<file path="config.mk">
export PLATFORM = sky130hd
export DESIGN_NAME = button_and_status_led_ticker
export DESIGN_NICKNAME = d
export VERILOG_FILES = /design/src/rtl/bsl_pkg.sv /design/src/rtl/bsl_tick.sv /design/src/rtl/button_and_status_led_ticker.sv
export SDC_FILE = /design/constraint.sdc
export NUM_CORES = 1
export LEC_CHECK = 0
export BUFFER_PORTS_ARGS = -buffer_cell sky130_fd_sc_hd__buf_4
export CAP_MARGIN = 25
export CORE_MARGIN = 10
export CORE_UTILIZATION = 58
export CTS_BUF_LIST = sky130_fd_sc_hd__clkbuf_8 sky130_fd_sc_hd__clkbuf_16
export DETAILED_ROUTE_END_ITERATION = 16
export GPL_ROUTABILITY_DRIVEN = 0
export PLACE_DENSITY_LB_ADDON = 0.12
export SYNTH_ARGS = -nofsm -noshare
export SYNTH_HDL_FRONTEND = slang
export SYNTH_SLANG_ARGS = --single-unit
</file>
<file path="constraint.sdc">
create_clock -name i_clk -period 3 [get_ports i_clk]
set_input_delay 0.15 -clock i_clk [delete_from_list [all_inputs] [get_ports i_clk]]
set_output_delay 0.15 -clock i_clk [all_outputs]
set_load 0.02 [all_outputs]
</file>
<file path="src/rtl/bsl_pkg.sv">
package bsl_pkg;

    localparam logic [4:0] TEST_TICKS   = 5'd20;
    localparam logic [2:0] FLASH_TICKS  = 3'd4;
    localparam logic [7:0] BRIGHT       = 8'd45;
    localparam logic [7:0] DIM          = 8'd35;
    localparam logic [7:0] MAGENTA_BLUE = 8'd28;
    localparam logic [2:0] BLINK_HALF   = 3'd4;

    localparam logic [4:0] TEST_RED_ABOVE   = 5'd15;
    localparam logic [4:0] TEST_GREEN_ABOVE = 5'd10;
    localparam logic [4:0] TEST_BLUE_ABOVE  = 5'd5;

    localparam logic [15:0] HOLD_MAX = 16'hFFFF;

    localparam logic [2:0] REG_LONG_PRESS      = 3'd0;
    localparam logic [2:0] REG_VERY_LONG_PRESS = 3'd1;
    localparam logic [2:0] REG_RECONNECT       = 3'd2;
    localparam logic [2:0] REG_MAINTAIN        = 3'd3;
    localparam logic [2:0] REG_POLL            = 3'd4;

    typedef enum logic [1:0] {
        EV_NONE    = 2'd0,
        EV_TRIGGER = 2'd1,
        EV_PAIR    = 2'd2,
        EV_FORGET  = 2'd3
    } t_event;

    typedef struct packed {
        logic [15:0] long_press_ticks;
        logic [15:0] very_long_press_ticks;
        logic [7:0]  reconnect_period;
        logic [7:0]  maintain_period;
        logic [7:0]  poll_period;
    } t_cfg;

    typedef struct packed {
        logic [15:0] hold_count;
        logic [4:0]  test_count;
        logic [2:0]  flash_count;
        logic [2:0]  blink_phase;
        logic [7:0]  reconnect_count;
        logic [7:0]  maintain_count;
        logic [7:0]  poll_count;
    } t_state;

    typedef struct packed {
        logic button_down;
        logic test_request;
        logic flash_request;
        logic pairing_active;
        logic link_connected;
        logic previously_paired;
    } t_item;

    typedef struct packed {
        logic       poll_pulse;
        logic       maintain_pulse;
        logic       reconnect_pulse;
        t_event     button_event;
        logic [7:0] blue;
        logic [7:0] green;
        logic [7:0] red;
    } t_result;

    typedef struct packed {
        logic       fire;
        logic [7:0] count;
    } t_period;

endpackage

</file>
<file path="src/rtl/bsl_tick.sv">
module bsl_tick
    import bsl_pkg::*;
(
    input  t_cfg    i_cfg,
    input  t_state  i_state,
    input  t_item   i_item,
    output t_state  o_state,
    output t_result o_result
);

    function automatic t_period period_step(input logic [7:0] count, input logic [7:0] period);
        t_period    res;
        logic [8:0] nxt;
        nxt = {1'b0, count} + 9'd1;
        if (nxt >= {1'b0, period}) begin
            res.fire  = 1'b1;
            res.count = 8'd0;
        end else begin
            res.fire  = 1'b0;
            res.count = nxt[7:0];
        end
        return res;
    endfunction

    logic [4:0] test_cnt;
    logic [2:0] flash_cnt;
    logic [2:0] phase_inc;
    t_period    rc_step;
    t_period    mt_step;
    t_period    pl_step;

    assign test_cnt  = i_item.test_request  ? TEST_TICKS  : i_state.test_count;
    assign flash_cnt = i_item.flash_request ? FLASH_TICKS : i_state.flash_count;
    assign phase_inc = i_state.blink_phase + 3'd1;

    assign rc_step = period_step(i_state.reconnect_count, i_cfg.reconnect_period);
    assign mt_step = period_step(i_state.maintain_count, i_cfg.maintain_period);
    assign pl_step = period_step(i_state.poll_count, i_cfg.poll_period);

    always_comb begin
        o_state  = i_state;
        o_result = '0;

        o_state.test_count  = test_cnt;
        o_state.flash_count = flash_cnt;

        if (i_item.button_down) begin
            if (i_state.hold_count != HOLD_MAX) begin
                o_state.hold_count = i_state.hold_count + 16'd1;
            end
        end else if (i_state.hold_count != 16'd0) begin
            if (i_state.hold_count >= i_cfg.very_long_press_ticks) begin
                o_result.button_event = EV_FORGET;
            end else if (i_state.hold_count >= i_cfg.long_press_ticks) begin
                o_result.button_event = EV_PAIR;
            end else begin
                o_result.button_event = EV_TRIGGER;
            end
            o_state.hold_count = 16'd0;
        end

        if (test_cnt != 5'd0) begin
            if (test_cnt > TEST_RED_ABOVE) begin
                o_result.red = BRIGHT;
            end else if (test_cnt > TEST_GREEN_ABOVE) begin
                o_result.green = BRIGHT;
            end else if (test_cnt > TEST_BLUE_ABOVE) begin
                o_result.blue = BRIGHT;
            end else begin
                o_result.red  = BRIGHT;
                o_result.blue = MAGENTA_BLUE;
            end
            o_state.test_count = test_cnt - 5'd1;
        end else if (flash_cnt != 3'd0) begin
            o_result.red        = BRIGHT;
            o_result.blue       = MAGENTA_BLUE;
            o_state.flash_count = flash_cnt - 3'd1;
        end else if (i_item.pairing_active) begin
            o_state.blink_phase = phase_inc;
            o_result.blue       = (phase_inc < BLINK_HALF) ? BRIGHT : 8'd0;
        end else if (i_item.link_connected) begin
            o_state.blink_phase = 3'd0;
            o_result.green      = DIM;
        end else begin
            o_state.blink_phase = 3'd0;
            o_result.red        = DIM;
        end

        o_state.reconnect_count  = rc_step.count;
        o_state.maintain_count   = mt_step.count;
        o_state.poll_count       = pl_step.count;
        o_result.reconnect_pulse = rc_step.fire & i_item.previously_paired
                                   & ~i_item.link_connected;
        o_result.maintain_pulse  = mt_step.fire;
        o_result.poll_pulse      = pl_step.fire;
    end

endmodule

</file>
<file path="src/rtl/button_and_status_led_ticker.sv">
// Channel     | Direction | Payload
// ------------+-----------+------------------------------------------------------
// s_axis      | in        | tick request: button, test, flash, pairing, link, paired
// m_axis      | out       | status: red, green, blue, button event, three pulses
// APB         | in/out    | five configuration registers at byte address 4*i
//
// One request is accepted per cycle; its result appears in the output register
// on the next cycle, and the tick update is a single pass through the counter
// and colour logic. Synchronous active-low reset clears all counters, loads the
// register defaults and empties the output register. While the output is
// stalled with a result held, input is accepted only when that result is taken.
module button_and_status_led_ticker
    import bsl_pkg::*;
(
    input  logic        i_clk,
    input  logic        i_rst_n,

    input  logic        i_s_axis_tvalid,
    output logic        o_s_axis_tready,
    // [0] button_down, [1] test_request, [2] flash_request, [3] pairing_active,
    // [4] link_connected, [5] previously_paired, [7:6] zero
    input  logic [7:0]  i_s_axis_tdata,

    output logic        o_m_axis_tvalid,
    input  logic        i_m_axis_tready,
    // [7:0] red, [15:8] green, [23:16] blue, [25:24] button_event,
    // [26] reconnect_pulse, [27] maintain_pulse, [28] poll_pulse, [31:29] zero
    output logic [31:0] o_m_axis_tdata,

    input  logic        psel,
    input  logic        penable,
    input  logic        pwrite,
    input  logic [4:0]  paddr,
    input  logic [31:0] pwdata,
    output logic [31:0] prdata,
    output logic        pready
);

    t_cfg    r_cfg;
    t_state  r_state;
    t_state  n_state;
    t_result r_result;
    t_result n_result;
    t_item   in_item;
    logic    r_out_valid;
    logic    in_accept;
    logic    cfg_write;

    assign in_item = '{
        button_down:       i_s_axis_tdata[0],
        test_request:      i_s_axis_tdata[1],
        flash_request:     i_s_axis_tdata[2],
        pairing_active:    i_s_axis_tdata[3],
        link_connected:    i_s_axis_tdata[4],
        previously_paired: i_s_axis_tdata[5]
    };

    assign o_s_axis_tready = ~r_out_valid | i_m_axis_tready;
    assign in_accept       = i_s_axis_tvalid & o_s_axis_tready;
    assign o_m_axis_tvalid = r_out_valid;
    assign o_m_axis_tdata  = {3'b000, r_result};

    assign pready    = 1'b1;
    assign cfg_write = psel & penable & pwrite & pready;

    bsl_tick u_tick (
        .i_cfg    (r_cfg),
        .i_state  (r_state),
        .i_item   (in_item),
        .o_state  (n_state),
        .o_result (n_result)
    );

    always_ff @(posedge i_clk) begin
        if (!i_rst_n) begin
            r_cfg.long_press_ticks      <= 16'd30;
            r_cfg.very_long_press_ticks <= 16'd100;
            r_cfg.reconnect_period      <= 8'd200;
            r_cfg.maintain_period       <= 8'd100;
            r_cfg.poll_period           <= 8'd20;
        end else if (cfg_write) begin
            case (paddr[4:2])
                REG_LONG_PRESS:      r_cfg.long_press_ticks      <= pwdata[15:0];
                REG_VERY_LONG_PRESS: r_cfg.very_long_press_ticks <= pwdata[15:0];
                REG_RECONNECT:       r_cfg.reconnect_period      <= pwdata[7:0];
                REG_MAINTAIN:        r_cfg.maintain_period       <= pwdata[7:0];
                REG_POLL:            r_cfg.poll_period           <= pwdata[7:0];
                default: begin
                end
            endcase
        end
    end

    always_comb begin
        case (paddr[4:2])
            REG_LONG_PRESS:      prdata = {16'd0, r_cfg.long_press_ticks};
            REG_VERY_LONG_PRESS: prdata = {16'd0, r_cfg.very_long_press_ticks};
            REG_RECONNECT:       prdata = {24'd0, r_cfg.reconnect_period};
            REG_MAINTAIN:        prdata = {24'd0, r_cfg.maintain_period};
            REG_POLL:            prdata = {24'd0, r_cfg.poll_period};
            default:             prdata = 32'd0;
        endcase
    end

    always_ff @(posedge i_clk) begin
        if (!i_rst_n) begin
            r_state     <= '0;
            r_out_valid <= 1'b0;
        end else begin
            if (in_accept) begin
                r_state     <= n_state;
                r_out_valid <= 1'b1;
            end else if (i_m_axis_tready) begin
                r_out_valid <= 1'b0;
            end
        end
    end

    always_ff @(posedge i_clk) begin
        if (in_accept) begin
            r_result <= n_result;
        end
    end

`ifndef NO_ASSERTIONS
    a_accept_fills_output: assert property (@(posedge i_clk) disable iff (!i_rst_n)
        in_accept |=> o_m_axis_tvalid)
        else $error("accepted request did not produce a result");

    a_state_holds_when_idle: assert property (@(posedge i_clk) disable iff (!i_rst_n)
        !in_accept |=> $stable(r_state))
        else $error("tick state changed without an accepted request");

    a_test_counts_down: assert property (@(posedge i_clk) disable iff (!i_rst_n)
        (in_accept && !i_s_axis_tdata[1] && r_state.test_count != 5'd0)
        |=> r_state.test_count == $past(r_state.test_count) - 5'd1)
        else $error("test sequence counter did not step down");

    a_counters_bounded: assert property (@(posedge i_clk) disable iff (!i_rst_n)
        r_state.test_count <= TEST_TICKS && r_state.flash_count <= FLASH_TICKS)
        else $error("sequence counter above its start value");
`endif

endmodule
</file>
* Yosys cells after proc, flatten, opt, wreduce, memory -nomap -nowiden *
Cells that the tools add are included.
W data, S select, Z words.

cells by class
  shifts and indexed selects = 0
  bitwise operators = 11
  $mul = 0
  divide/modulo/power cells = 0
  eq/ne operators = 6
  add/sub/neg operators = 7
  multiplexer cells = 34
  order comparisons = 9
  reductions and logical operators = 14

operators with widths
  kind                     count
  $pmux W16 S5             1
  $mux W16                 4
  $mux W6                  8
  $mux W8                  6
  $ge A16 B16 Y1           2
  $add A8 B1 Y9 const B    3
  $ge A9 B8 Y1             3
  $mux W9                  3
  $mux W24                 1
  $add A16 B1 Y16 const B  1
  $ne A16 B16 Y1 const B   1
  $reduce_bool A16 Y1      1
  $mux W14                 1
  $mux W3                  4
  $gt A5 B4 Y1 const B     2
  $mux W5                  2
  $reduce_and A2 Y1        5
  $eq A3 B2 Y1 const B     2
  $reduce_and A3 Y1        2
  $and A1 B1 Y1            5
  $gt A5 B3 Y1 const B     1
  $not A1 Y1               5
  $reduce_bool A5 Y1       1
  $sub A5 B1 Y5 const B    1
  13 further kinds         16

word-level totals
  memories kept = 0
  input port bits = 52
  flip-flop bits (word level) = 137
  output and inout bits = 67
  bits in read-only memories = 0
  word-level logic and storage cells = 101
  latch bits = 0
  RAM bits = 0

* Depth between registers and ports, before layout *
Gate-level depths: netlist (run 1).

  depth in word-level cells = 6
  depth in mapped cells = 13
  mapped depth without buffers = 11

* Modules after synthesis *
Synthesis (run 1) repeated with hierarchy kept, for this count alone.

second synthesis, totals
  cells, all modules = 999
  area total of the unflattened synthesis = 8710.9 µm²

by module, submodules not included
  module                        area an instance (µm²)  seq. area each (µm²)  cells each  times used
  button_and_status_led_ticker  5714.2                  3032.9                567         1
  bsl_tick                      2996.6                  0.0                   432         1

* Least setup slack after synthesis (run 1) *
Ideal clock, no wire load.

  kind = register -> register
  start point = register r_state[8] (netlist bit)
  end point = register r_state[8] (netlist bit)
  clock period less this slack = 2544 ps
  cell stages (with the launch flop) = 11
  path buffers = 0
  setup slack = 456 ps
  arrival time = 2459 ps
  required time = 2915 ps
  library setup time = 85 ps
  path through = dfxtp_1 ha_1 and3_4 and3_4 xor2_1 ha_1 and4_1 a21o_1 a311oi_4 nand3_2 o31ai_2

on the way
  word-level cells in the longest chain between the ends = 3

ends and longest elaborated chain
  element                 RTL line                             source
  start, declared         button_and_status_led_ticker.sv:40   t_state r_state;
  start signal, assigned  button_and_status_led_ticker.sv:111  r_state <= n_state;
  $add A8 B1 Y9 (*)       bsl_tick.sv:14                       nxt = {1'b0, count} + 9'd1;
  $ge A9 B8 Y1            bsl_tick.sv:15                       if (nxt >= {1'b0, period}) begin
  $mux W9 (*)             bsl_tick.sv:15

Every way passes the cells marked *; elsewhere a longest branch is shown, timed or not.
A chain may end at the register's enable or synchronous reset.

* Worst setup path after layout (run 1) *
  start point = register r_state[4] (netlist bit)
  end point = register r_state[0] (netlist bit)

on the way
  word-level cells in the longest chain between the ends = 3

ends and longest elaborated chain
  element        RTL line
  $add A8 B1 Y9  bsl_tick.sv:14
  $ge A9 B8 Y1   bsl_tick.sv:15
  $mux W9        bsl_tick.sv:15

No other way between the ends.

==> out/metrics.csv, run 1 <==
stage,metric,value,unit
sta,final hold vios,0,
route,antenna-violating nets left,0,
power_and_ir_drop,relative contribution of combinational cells to total power,9.5,%
power_and_ir_drop,static leakage,3.826,nW
power_and_ir_drop,sequential group share of total power,38.4,%
floorplan,Initial Utilization,60.13,%
logic_synthesis,share of the synthesized area in the top cell type,28.15,%
worst_setup_path,data required time of the worst path,3330,ps
clocking,clock-pin slew of the registers on the worst-case setup and hold paths,60,ps
cells_and_area,nets@finish,1103,
worst_setup_path,CP max stage delay,380,ps
route,Vias,6585,
logic_synthesis,Post-Syn Instances,923,
clocking,CTS Sinks,122,
route,final WL,19470,um
placement,port bufs,69,
grt,global-route wire length before repair,32090,um
logic_synthesis,main combinational cell family by area after synthesis,simple AND/OR/NAND/NOR gates,
logic_synthesis,main area contributors after synthesis,"sky130_fd_sc_hd__dfxtp_1 28%, sky130_fd_sc_hd__ha_1 11%, sky130_fd_sc_hd__nand2_1 6.5%",
job,max-cap check violation count,0,
floorplan,number of I/O pins,119,
clocking,Clock Tree Buf Depth,2,
cells_and_area,layout cells sized above 1,14.77,%
cells_and_area,"Core Util, Final",69.70,%
clocking,Worst-Skew Late Latency,420,ps
power_and_ir_drop,clock power share,52.1,%
logic_synthesis,count of flip-flops with a built-in enable after synthesis,14,
sta,Post-Route Hold Slack,17.32,ps
worst_setup_path,"Top cell by count, worst path",sky130_fd_sc_hd__and3_1,
route,drt initial violations,470,
worst_setup_path,cells traversed along the worst timing path,"and3_1, and3_1, nand3_1, xor2_1, inv_1, ha_1, and4_1, a21o_1, a311oi_4, nand3_2, o31ai_2",
power_and_ir_drop,switching share of power,24.21,%
logic_synthesis,count of distinct cell types in the synthesized netlist,67,
clocking,H-tree depth reported by CTS,4,
worst_setup_path,largest fanout on the critical path,5,
clocking,total CTS buffers,17,
route,average wire per standard cell,16.69,um
logic_synthesis,cell with the most instances after synthesis,sky130_fd_sc_hd__nand2_1,
logic_synthesis,most frequent cells after synthesis,"132 x sky130_fd_sc_hd__nand2_1, 108 x sky130_fd_sc_hd__dfxtp_1, 70 x sky130_fd_sc_hd__inv_1",
power_and_ir_drop,net switching power,1.086,mW
logic_synthesis,sequential cell area fraction in the yosys report,33.62,%
grt,initial antenna violation count,0,
sta,RSZ-0062 raised after global routing,false,
sta,Max-Slew Margin vs Limit,42.62,%
worst_setup_path,type of the setup path with the least slack,register to register,
worst_setup_path,type of element capturing the critical path,register,
power_and_ir_drop,internal power,3.398,mW
floorplan,overall die area,18250,um^2
floorplan,area of the placeable core,12770,um^2
power_and_ir_drop,Tot Pwr,4.483,mW
grt,maximum number of pins on one net before global-route repair,42,
logic_synthesis,mux share of post-synthesis cell area,4.985,%
outcome,result of the run,finished clean,
route,vias per cell,5.643,
logic_synthesis,synthesized-area fraction occupied by and/or/nand/nor cells,23.03,%
worst_hold_path,worst hold path class,primary input to register,
sta,post-route clock period utilization,92.26,%
logic_synthesis,mean instance size in the synthesized netlist,8.322,um^2
logic_synthesis,"FFs w/ async S/R, synth",0,%
grt,via count of the first global-routing pass,6426,
worst_setup_path,worst path arrival time,3090,ps
floorplan,Die X-Extent,135.1,um
clocking,TritonCTS clock tree,built,
worst_setup_path,type of element launching the critical path,register,
cells_and_area,"Area growth, synth to finish",15.91,%
worst_setup_path,family with the most delay on the worst path,simple AND/OR/NAND/NOR gates,
logic_synthesis,"FF+latch count, synth",122,
sta,max frequency,0.3613,GHz
grt,global route overflow,0,
power_and_ir_drop,power per standard cell area,503.5,nW/um^2
logic_synthesis,cell taking the most area after synthesis,sky130_fd_sc_hd__dfxtp_1,
sta,crit path time final,2768,ps
logic_synthesis,Post-Syn Area,7681,um^2
floorplan,number of rows created at floorplan,41,
sta,Worst Skew,6.297,ps
logic_synthesis,Synthesis Warnings,0,
route,total DRC errors in the routed layout,0,
clocking,post-CTS setup buffer count,0,
clocking,buffer type at the clock tree root,sky130_fd_sc_hd__clkbuf_16,
logic_synthesis,Synth Area in XOR/XNOR,3.535,%
sta,Total Neg Setup Slack,0,ps
logic_synthesis,"synthesized-area fraction occupied by ao, oa, aoi and oai cells",14.35,%
cells_and_area,total inserted antenna cells,0,
logic_synthesis,Synth Area in Adders,11.24,%
worst_setup_path,"slowest stage cell, crit path",sky130_fd_sc_hd__dfxtp_1,
sta,actual slew at the worst max-slew pin,857.5,ps
floorplan,y dimension of the die,135.1,um
worst_setup_path,worst path buffer plus inverter count,1,
sta,count of final setup violators,0,
route,count of TritonRoute iterations in the first routing pass,5,
grt,Total Routing Usage GR,21.50,%
sta,final max-slew violation count,0,
cells_and_area,final non-filler cell area,8904,um^2
placement,dpl cell area,8140,um^2
logic_synthesis,most used flip-flop cell after synthesis,sky130_fd_sc_hd__dfxtp_1,
placement,HPWL after detailed placement,14000,um
power_and_ir_drop,Max IR drop VDD,0.0004459,V
cells by family after synthesis:
| logic type | after synthesis |
|---|---|
| buffers and inverters | 144 |
| adder cells (fa/ha/maj) | 69 |
| XOR/XNOR | 31 |
| other | 2 |
| AO/OA/AOI/OAI | 171 |
| AND/OR/NAND/NOR | 346 |
| flip-flops | 122 |
| multiplexers | 38 |
layer usage:
metal / up-vias / global-route usage (%) / wire length [um] / share of wire [%]
met3: 35 / 5.453 / 1104 / 5.7
li1: 3280 / - / - / -
met4: 0 / 6.400 / 335 / 1.7
met2: 206 / 35.73 / 9463 / 49
met5: - / 0 / 0 / 0
met1: 3064 / 26.72 / 8569 / 44
power by group through the flow:
| stage | clock network [mW] | registers (mW) | logic, mW |
|---|---|---|---|
| after floorplan | 0 | 1.76 | 0.289 |
| after global placement | 0 | 1.76 | 0.404 |
| after detailed placement | 0 | 1.76 | 0.410 |
| after CTS | 2.36 | 1.72 | 0.424 |
| after global routing | 2.43 | 1.73 | 0.468 |
| final | 2.34 | 1.72 | 0.425 |
layout by cell type, fill, tap and decap left out, types with 17 or more instances in the layout:
| cell type | count |
|---|---|
| sky130_fd_sc_hd__ha_1 | 69 |
| sky130_fd_sc_hd__conb_1 | 29 |
| sky130_fd_sc_hd__buf_4 | 77 |
| sky130_fd_sc_hd__nand2_1 | 132 |
| sky130_fd_sc_hd__clkbuf_16 | 17 |
| sky130_fd_sc_hd__nand3_1 | 38 |
| sky130_fd_sc_hd__o211ai_1 | 24 |
| sky130_fd_sc_hd__dfxtp_1 | 106 |
| sky130_fd_sc_hd__a21oi_1 | 66 |
| sky130_fd_sc_hd__xnor2_1 | 21 |
| sky130_fd_sc_hd__o21ai_0 | 24 |
| sky130_fd_sc_hd__nor2_1 | 66 |
| sky130_fd_sc_hd__mux2i_1 | 36 |
| sky130_fd_sc_hd__inv_1 | 70 |
sequential cells by signal, summed over array words and instances (netlist names):
| name | count |
|---|---|
| o_m_axis_tdata | 14 |
| o_m_axis_tvalid | 1 |
| r_cfg | 56 |
| r_state | 51 |
tightest hold or removal path: cells and delay by family:
kind                   cells  cell delay (ps)
buffers and inverters      1              120
AND/OR/NAND/NOR            1               60
multiplexers               1               70
layout make-up:
type	count	area, um^2
Clock buffer	17	425.4
Clock inverter	15	245.2
Fill cell	1050	3870
Inverter	71	266.5
Multi-Input combinational cell	684	4498
Sequential cell	122	2585
Tap cell	172	215.2
Timing Repair Buffer	86	668.1
stage by stage:
stage          setup slack, ps  std cells
2_1_floorplan            456.0        950
3_3_place_gp             243.0       1126
3_5_place_dp             184.5       1126
4_1_cts                  165.3       1167
5_1_grt                  14.49       1167
6_report                 232.1       1167
final timing paths:
path                                  start          end  slack [ps]  cells after the start
worst max-delay path             r_state[4]   r_state[0]         230                     11
worst min-delay path              pwdata[2]     r_cfg[2]          20                      3
worst max register to register   r_state[4]   r_state[0]         230                     11
worst min register to register  r_state[29]  r_state[29]         460                      2
what timing repair did:
action,CTS,global route
endpoints found under the setup margin,0,7
hold buffers,9,0
hold endpoints to repair,17,0
gates resized for setup,0,2
Note: power is estimated with default switching activity, not from simulation.
==> run 2, diff against run 1 <==
--- a/config.mk
+++ b/config.mk
@@ -8,11 +8,12 @@
 export BUFFER_PORTS_ARGS = -buffer_cell sky130_fd_sc_hd__buf_4
 export CAP_MARGIN = 25
 export CORE_MARGIN = 10
-export CORE_UTILIZATION = 58
+export CORE_UTILIZATION = 30
 export CTS_BUF_LIST = sky130_fd_sc_hd__clkbuf_8 sky130_fd_sc_hd__clkbuf_16
 export DETAILED_ROUTE_END_ITERATION = 16
 export GPL_ROUTABILITY_DRIVEN = 0
 export PLACE_DENSITY_LB_ADDON = 0.12
+export SLEW_MARGIN = 25
 export SYNTH_ARGS = -nofsm -noshare
 export SYNTH_HDL_FRONTEND = slang
 export SYNTH_SLANG_ARGS = --single-unit
==> run 2 against run 1 <==
  * Total power shrank 6.9%
  * Clock-buffer cell count increased by 3
  * Critical path depth fell by 1
  * Sequential share of layout area is 0.47 points lower
  * Sequential cell count is the same
  * Register-to-register slack barely moved
  * Via count shrank 2.0%
  * Non-clock buffer count up 5
  * Clock power shrank 14%
  * Core utilization fell by 34 points
  * Largest cell class unchanged
==> out/metrics.csv, run 2 (synthesis gave the netlist of run 1 again) <==
stage,metric,value,unit
sta,Total Neg Setup Slack,0,ps
floorplan,Die X-Extent,180.0,um
route,vias per cell,4.850,
grt,maximum number of pins on one net before global-route repair,41,
clocking,Worst-Skew Late Latency,420,ps
grt,initial antenna violation count,0,
sta,crit path time final,2758,ps
floorplan,number of I/O pins,119,
placement,instance count after placement with tap cells included,1290,
cells_and_area,count of non-filler cells in the finished layout,1330,
clocking,clock-pin slew of the registers on the worst-case setup and hold paths,60,ps
sta,RSZ-0062 raised after global routing,false,
worst_setup_path,cells traversed along the worst timing path,"ha_1, and3_4, and3_4, xor2_1, ha_1, and4_1, a21o_1, a311oi_4, nand3_2, o31ai_2",
outcome,result of the run,finished clean,
placement,dpl cell area,8383,um^2
cells_and_area,"Area growth, synth to finish",17.77,%
floorplan,y dimension of the die,180.0,um
route,drt initial violations,262,
route,count of TritonRoute iterations in the first routing pass,4,
cells_and_area,layout cells sized above 1,15.10,%
cells_and_area,area of combinational cells with multiple inputs,4506,um^2
worst_setup_path,type of element capturing the critical path,register,
clocking,H-tree depth reported by CTS,4,
worst_setup_path,type of the setup path with the least slack,register to register,
grt,via count of the first global-routing pass,6391,
route,total DRC errors in the routed layout,0,
cells_and_area,total inserted antenna cells,0,
worst_setup_path,family with the most delay on the worst path,simple AND/OR/NAND/NOR gates,
route,average wire per standard cell,16.79,um
grt,Total Routing Usage GR,13.52,%
worst_setup_path,worst path arrival time,3090,ps
cells_and_area,number of flip-flops in the largest register,56,
power_and_ir_drop,power per standard cell area,461.5,nW/um^2
job,max-cap check violation count,0,
sta,Max-Slew Margin vs Limit,50.72,%
sta,max frequency,0.3625,GHz
power_and_ir_drop,Tot Pwr,4.175,mW
sta,post-route clock period utilization,91.95,%
cells_and_area,"commonest non-fill, non-tap cells in the layout","132 x sky130_fd_sc_hd__nand2_1, 107 x sky130_fd_sc_hd__dfxtp_1, 83 x sky130_fd_sc_hd__buf_4",
worst_setup_path,CP max stage delay,400,ps
cells_and_area,"most common cell after layout, fill and taps aside",sky130_fd_sc_hd__nand2_1,
worst_setup_path,"slowest stage cell, crit path",sky130_fd_sc_hd__a311oi_4,
floorplan,area of the placeable core,25180,um^2
cells_and_area,footprint of the flip-flops and latches,2584,um^2
cells_and_area,"Core Util, Final",35.92,%
power_and_ir_drop,static leakage,3.839,nW
grt,global-route wire length before repair,35740,um
sta,final hold vios,0,
clocking,Clock Tree Buf Depth,2,
sta,Worst Skew,9.366,ps
cells_and_area,number of inserted filler cells in the final layout,2636,
placement,HPWL after detailed placement,16250,um
worst_setup_path,largest fanout on the critical path,5,
clocking,buffer type at the clock tree root,sky130_fd_sc_hd__clkbuf_16,
placement,port bufs,69,
sta,final max-slew violation count,0,
sta,actual slew at the worst max-slew pin,739.2,ps
cells_and_area,final non-filler cell area,9046,um^2
route,Vias,6451,
floorplan,overall die area,32400,um^2
clocking,total CTS buffers,17,
grt,global route overflow,0,
route,final WL,22330,um
cells_and_area,nets@finish,1108,
worst_setup_path,register-to-register setup slack,240,ps
floorplan,number of rows created at floorplan,58,
worst_hold_path,worst hold path class,primary input to register,
cells_and_area,register name with the most flops,r_cfg,
worst_setup_path,type of element launching the critical path,register,
clocking,TritonCTS clock tree,built,
worst_setup_path,worst path buffer plus inverter count,0,
route,antenna-violating nets left,0,
floorplan,Initial Utilization,30.50,%
clocking,CTS Sinks,122,
sta,count of final setup violators,0,
worst_setup_path,data required time of the worst path,3330,ps
power_and_ir_drop,Max IR drop VDD,0.0003489,V
[run 2: cell count changes in the layout (fill, tap and decap cells not counted), moves of 3 or more]
cell,delta
sky130_fd_sc_hd__buf_4,+6
sky130_fd_sc_hd__clkinv_2,+5
sky130_fd_sc_hd__bufinv_16,-4
sky130_fd_sc_hd__inv_1,+4
sky130_fd_sc_hd__clkbuf_8,+3
[run 2: final cells by class]
class	count	area share [%]
flip-flops and latches	122	28.56
repair buffers	91	7.773
inverters	71	2.946
multi-input cells	684	49.81
clock inverters	12	1.189
clock buffers	20	5.159
well taps	330	4.564
[run 2: routing by layer]
layer,vias to the layer above,global-route usage (%),routed length (um)
met2,122,19.99,9807
met5,-,0,0
li1,3288,-,-
met4,0,3.871,223
met3,14,3.112,997
met1,3027,19.08,11300
[run 2: final timing paths]
kind                   startpoint              end  cells after the start
setup / recovery       r_state[1]       r_state[0]                     10
hold / removal    i_s_axis_tvalid  o_m_axis_tvalid                      3
setup reg to reg       r_state[1]       r_state[0]                     10
hold reg to reg       r_state[29]      r_state[29]                      2
[run 2: power breakdown]
group	internal (mW)	leakage [nW]	switching, mW	total, mW
combinational	0.153	2.53	0.287	0.440
sequential	1.69	1.01	0.0315	1.72
clock	1.27	0.300	0.745	2.01
total	3.11	3.84	1.06	4.17
[run 2: repair_timing]
action                                  in CTS  in global routing
endpoints found under the hold margin       15                  0
hold buffers                                 8                  0
gates resized for setup                      0                  2
setup buffers                                0                  0
endpoints found under the setup margin       0                  8
[run 2: metrics by stage]
| stage | hold WS [ps] | worst slack [ps] |
|---|---|---|
| after floorplan | 275.1 | 456.0 |
| after global placement | 412.8 | 211.2 |
| after detailed placement | 420.5 | 192.2 |
| after CTS | 3.085 | 154.9 |
| after global routing | 11.02 | 25.17 |
| final | 18.47 | 241.5 |
[run 2: tightest hold or removal path: stages]
cell and delay [ps]:
sky130_fd_sc_hd__buf_4 130, sky130_fd_sc_hd__inv_1 50, sky130_fd_sc_hd__a21oi_1 50
